--- src/rtl/core/pssc_pkg.sv ---
// Shared types and constants for the per-stream sequence checker.
// No dependencies; used by pssc_update and per_stream_sequence_checker.
`timescale 1ns / 1ps

package pssc_pkg;

    localparam int STREAM_COUNT = 256;
    localparam int IDX_W = (STREAM_COUNT > 1) ? $clog2(STREAM_COUNT) : 1;
    localparam int SID_W = 8;
    localparam int SID_VALUES = 2 ** SID_W;

    typedef enum logic [2:0] {
        ST_IN_ORDER   = 3'd0,
        ST_FIRST_SYNC = 3'd1,
        ST_GAP        = 3'd2,
        ST_MISORDER   = 3'd3,
        ST_READ       = 3'd4
    } status_t;

    typedef enum logic {
        ACT_PACKET = 1'b0,
        ACT_READ   = 1'b1
    } action_t;

    typedef struct packed {
        logic [0:0]       action;
        logic [SID_W-1:0] stream_id;
        logic [15:0]      packet_length;
        logic [31:0]      received_seq;
    } in_item_t;

    typedef struct packed {
        logic [2:0]  status;
        logic [31:0] expected_seq;
        logic [31:0] seen_seq;
        logic [31:0] packet_count;
        logic [31:0] byte_count;
        logic [31:0] dropped_count;
        logic [31:0] misorder_count;
    } out_item_t;

    // One stream's table entry
    typedef struct packed {
        logic [31:0] last_seq;
        logic [31:0] packets;
        logic [31:0] bytes;
        logic [31:0] drops;
        logic [31:0] misorders;
    } entry_t;

    typedef logic [IDX_W-1:0] idx_lut_t [SID_VALUES];

    // Stream id to table index, worked out at elaboration
    function automatic idx_lut_t build_idx_lut();
        idx_lut_t lut;
        for (int i = 0; i < SID_VALUES; i++)
        begin
            lut[i] = IDX_W'(i % STREAM_COUNT);
        end
        return lut;
    endfunction

    localparam idx_lut_t IDX_LUT = build_idx_lut();

endpackage

--- src/rtl/core/pssc_update.sv ---
// Per-stream entry update: sequence classification and counter arithmetic.
// Depends on pssc_pkg.
`timescale 1ns / 1ps

module pssc_update
(
    input  pssc_pkg::in_item_t  item,
    input  pssc_pkg::entry_t    cur,
    output pssc_pkg::entry_t    nxt,
    output pssc_pkg::out_item_t res
);

    logic [31:0] expect_seq;
    logic [31:0] pkts_inc;
    logic [31:0] bytes_inc;

    assign expect_seq = cur.last_seq + 32'd1;
    assign pkts_inc   = cur.packets + 32'd1;
    assign bytes_inc  = cur.bytes + {16'd0, item.packet_length};

    always_comb
    begin
        nxt = cur;
        res.expected_seq = expect_seq;
        res.seen_seq     = item.received_seq;
        res.status       = pssc_pkg::ST_IN_ORDER;
        if (item.action == pssc_pkg::ACT_READ)
        begin
            // report then clear the whole entry
            res.status   = pssc_pkg::ST_READ;
            res.seen_seq = 32'd0;
            nxt          = '0;
        end
        else
        begin
            nxt.packets = pkts_inc;
            nxt.bytes   = bytes_inc;
            if (expect_seq == item.received_seq)
            begin
                res.status   = pssc_pkg::ST_IN_ORDER;
                nxt.last_seq = expect_seq;
            end
            else if (expect_seq == 32'd1)
            begin
                res.status   = pssc_pkg::ST_FIRST_SYNC;
                nxt.last_seq = item.received_seq;
            end
            else if (expect_seq < item.received_seq)
            begin
                res.status   = pssc_pkg::ST_GAP;
                nxt.drops    = cur.drops + (item.received_seq - expect_seq);
                nxt.last_seq = item.received_seq;
            end
            else
            begin
                res.status    = pssc_pkg::ST_MISORDER;
                nxt.misorders = cur.misorders + 32'd1;
                if (cur.drops != 32'd0)
                begin
                    nxt.drops = cur.drops - 32'd1;
                end
            end
        end
        // read reports pre-clear counts, packets report post-update counts
        if (item.action == pssc_pkg::ACT_READ)
        begin
            res.packet_count   = cur.packets;
            res.byte_count     = cur.bytes;
            res.dropped_count  = cur.drops;
            res.misorder_count = cur.misorders;
        end
        else
        begin
            res.packet_count   = nxt.packets;
            res.byte_count     = nxt.bytes;
            res.dropped_count  = nxt.drops;
            res.misorder_count = nxt.misorders;
        end
    end

endmodule

--- config.mk ---
export PLATFORM = sky130hd
export DESIGN_NAME = pssc_update
export DESIGN_NICKNAME = d
export VERILOG_FILES = /design/src/rtl/core/pssc_pkg.sv /design/src/rtl/core/pssc_update.sv
export SDC_FILE = /design/constraint.sdc
export NUM_CORES = 1
export LEC_CHECK = 0
export BUFFER_PORTS_ARGS = -buffer_cell sky130_fd_sc_hd__buf_2
export CORE_AREA = 4 4 222 224
export DETAILED_ROUTE_END_ITERATION = 10
export DIE_AREA = 0 0 226 228
export GPL_TIMING_DRIVEN = 0
export PLACE_DENSITY = 0.58
export SLEW_MARGIN = 0
export SYNTH_ARGS = -nofsm -noshare
export SYNTH_HDL_FRONTEND = slang
export SYNTH_SLANG_ARGS = --single-unit
--- constraint.sdc ---
create_clock -name vclk -period 6.43
set_input_delay 0.3215 -clock vclk [all_inputs]
set_output_delay 0.3215 -clock vclk [all_outputs]
set_load 0.005 [all_outputs]
* Word level (Yosys, flattened, before mapping) *
Cells that the tools add are included.

storage, ports and cells
  input port bits = 217
  register bits = 0
  output and inout bits = 355
  word-level logic and storage cells = 26

cells by class
  equal/unequal tests = 2
  mux-type cells = 15
  reduce and logical (&&, ||, !) cells = 1
  $add $sub $neg = 7
  magnitude comparators = 1

operators with widths
  kind                                                count
  2-to-1 mux 32 bit                                   7
  2-to-1 mux 160 bit                                  1
  2-to-1 mux 128 bit                                  1
  2-to-1 mux 64 bit                                   2
  adder 32 x 1 -> 32 bit, second input constant       3
  adder 32 x 16 -> 32 bit                             1
  adder 32 bit                                        1
  == test 32 x 1 -> 1 bit, second input constant      1
  == test 32 bit                                      1
  < comparator 32 bit                                 1
  nonzero test 32 bit                                 1
  subtractor 32 x 1 -> 32 bit, second input constant  1
  subtractor 32 bit                                   1
  2-to-1 mux 2 bit                                    2
  2-to-1 mux 3 bit                                    1
  2-to-1 mux 1 bit                                    1

* Logic depth before layout (Yosys ltp) *
  depth in word-level cells = 8
  mapped depth = 22

* Least setup slack after synthesis *
OpenSTA, ideal clock, no wires.

  path kind = input -> output
  start = input port cur[134] (netlist name)
  end = output port nxt[63] (netlist name)
  path slack = 1.586 ns
  data required time = 6.108 ns
  arrival time = 4.522 ns
  cell stages on the path = 21
  cells stage by stage = buf_4 -> nand4_2 -> nor4_2 -> and4_1 -> xnor2_1 -> inv_1 -> ha_1 -> ha_1 -> a21o_1 -> ha_1 -> clkbuf_1 -> a21o_1 -> a21o_1 -> a21oi_1 -> o22ai_1 -> a2111o_1 -> a31oi_1 -> xnor2_1 -> a21oi_1 -> or3_1 -> nand2_1

RTL lines
  item         RTL line          RTL
  from (decl)  pssc_update.sv:8  input pssc_pkg::entry_t cur,
  to (decl)    pssc_update.sv:9  output pssc_pkg::entry_t nxt,

==> results by group <==
Setup path
  – Critical path class: input pin to output pin
  – Worst Setup End Kind: output pin
  – Arrival time worst endpoint: 5.68 ns
  – Crit-path max FO: 10
  – Slowest stage delay, CP: 0.64 ns
  – Family with the most delay on the worst path: simple AND/OR/NAND/NOR gates
  – Cell mode on critical path: nor2_1
  – Buf+Inv Stages, Crit Path: 5
  – CP max-delay cell: nor4_4
  – Worst Path Required: 6.11 ns
  – CP Launch Type: input pin
  – Crit-path cells: buf_2, nand2_1, nor4_4, nand4_1, xor2_1, inv_1, ha_1, a21o_1, a21o_1, a21oi_1, nor2_1, a211oi_1, and2_1, buf_2, clkbuf_1, nor2_1, a32oi_1, nor2_1, nor2_1, buf_2

Global routing
  – Vias in the first global route: 14900
  – Initial antenna violation count: 16
  – Global route overflow: 0
  – Largest net degree at the start of global routing: 11
  – GRT Total Usage: 24.8%
  – Global-route wire length before repair: 98.1 mm

Yosys
  – Top cells by area, synth: ha_1, xnor2_1, nor2_1
  – Syn nets: 2096
  – Syn avg cell area: 6.27 sq um
  – Post-synthesis cell area: 11000 sq um
  – Register area share after synthesis: 0%
  – Area leader, netlist: ha_1
  – YS warnings: 0
  – Netlist cell types: 83
  – Syn Inst Count: 1760
  – Top-area cell type share of the netlist area: 12.0%

Cells and area
  – Register Area: 0 sq um
  – Fraction of layout cells with a size suffix above 1: 26.8%
  – # fillers: 5422
  – Non-Filler Instances: 2934
  – Sequential cells: 0
  – Nets: 2647
  – Syn-to-layout area delta: 32.2%
  – Clock buffer count: 0

STA
  – Worst slew margin: 17.2%
  – Final Hold Violating Endpoints: 0
  – Final setup viols: 0
  – Fmax achieved: 167 MHz
  – Fin Setup TNS: 0 ns
  – Fin crit share: 93.4%
  – RSZ-0062 raised after global routing: no
  – Slew @ Worst Pin: 1.24 ns
  – Tmin final: 6.00 ns
  – Final Max Slew Viols: 0

Floorplanning
  – Number of I/O pins: 572
  – Die width: 226 microns
  – Die Footprint: 51500 sq um
  – Row Count: 80
  – Initial Utilization: 23.3%
  – Core area: 47300 sq um
  – Die Y: 228 microns

Route
  – DRC: 0
  – ANT nets after route: 0
  – DR vias: 15700
  – Detailed Routing Iterations Pass 1: 6
  – Vias per cell: 5.37
  – DRC marker count from the first detailed-route iteration: 1255
  – Routed Wire Length: 68.7 mm
  – Wire per inst: 23.4 microns

Run
  – Max-cap violations: 0

Clocking
  – CTS Hold Bufs: 0
  – Setup repair bufs after CTS: 0
  – Cts repair resizes: 0

Power and ir drop
  – Tot Pwr: 1.62 mW
  – Pwr dens: 111 nW/um^2
  – Peak supply drop: 0.0616 mV
  – Leakage power: 7.17 nW

Placed design
  – Port Buffers: 549
  – # placed instances: 2924
  – Detailed Place HPWL: 58.7 mm
  – GP Congestion: 0.960

Status
  – Outcome: finished, final reports clean

Worst hold path
  – Min-Delay Path Class: input pin to output pin
-- through the flow --
stage | area (sq um) | hold slack [ns] | utilization [%] | worst slack [ns]
3_3_place_gp | 14600 | 0.830 | 30.7 | 0.300
5_1_grt | 14600 | 0.837 | 30.8 | 0.0808
2_1_floorplan | 11000 | 0.689 | - | 1.59
6_report | 14600 | 0.834 | 30.8 | 0.426
4_1_cts | 14600 | 0.829 | 30.7 | 0.349
3_5_place_dp | 14600 | 0.829 | 30.7 | 0.388
-- placed cells by master, fill, tap and decap left out, types with 14 or more instances in the layout --
master and count:
and4_1 14, nand2_1 164, nor4_1 24, or3_1 35, o21ai_0 77, a21oi_1 147, o21bai_1 18, nor3_1 63
a211oi_1 21, nor2_1 268, nand3_1 68, xnor2_1 128, xor2_1 96, ha_1 106, inv_1 85, and2_1 14
and3_1 24, a21o_1 72, nand4_1 37, clkbuf_1 70, buf_2 565
-- cells in the mapped netlist (37+ instances only) --
master / count
nand4_1: 37
xor2_1: 96
nand3_1: 68
nor2_1: 268
a21oi_1: 147
nand2_1: 164
inv_1: 85
a21o_1: 72
xnor2_1: 128
nor3_1: 63
clkbuf_1: 71
ha_1: 106
o21ai_0: 77
-- area by class of cell --
cell class / count / area, sq um / area share [%]
Antenna cell: 10 / 25.0 / 0.172
Timing Repair Buffer: 549 / 2750 / 18.8
Buffer: 106 / 490 / 3.36
Multi-Input combinational cell: 1568 / 10200 / 70.1
Tap cell: 615 / 769 / 5.27
Inverter: 86 / 323 / 2.21
-- where the power goes --
part            total (mW)  leakage (nW)  switching (mW)  internal (mW)
Combinational         1.62          7.17           0.993          0.630
Sequential               0             0               0              0
Clock          0.000000210     0.0000634               0    0.000000210
-- metal layers --
metal  global-route usage [%]  vias to the layer above  routed length [microns]
met1                     30.5                     7318                    27000
met2                     42.1                      918                    32200
li1                         -                     7339                        -
met4                     10.8                       10                     3570
met3                     4.41                      156                     5840
met5                        0                        -                       62
-- worst paths after layout --
| kind | from | endpoint | slack, ns | cells after the start |
|---|---|---|---|---|
| hold / removal | item[56] | res[194] | 0.83 | 2 |
| setup / recovery | cur[131] | res[39] | 0.43 | 20 |
-- logic make-up (layout without fill, tap and decap cells) --
kind of cell	count (synthesis)	in the layout	share of synthesized area, %
and+or+nand+nor	777	777	34.3
AOI/OAI and AO/OA	440	440	25.4
xor gates and xnor gates	225	225	17.9
buffers and inverters	192	741	7.36
adders and majority gates	119	119	14.4
muxes	7	7	0.680
other	0	10	0
Note: power is estimated with default switching activity, not from simulation.
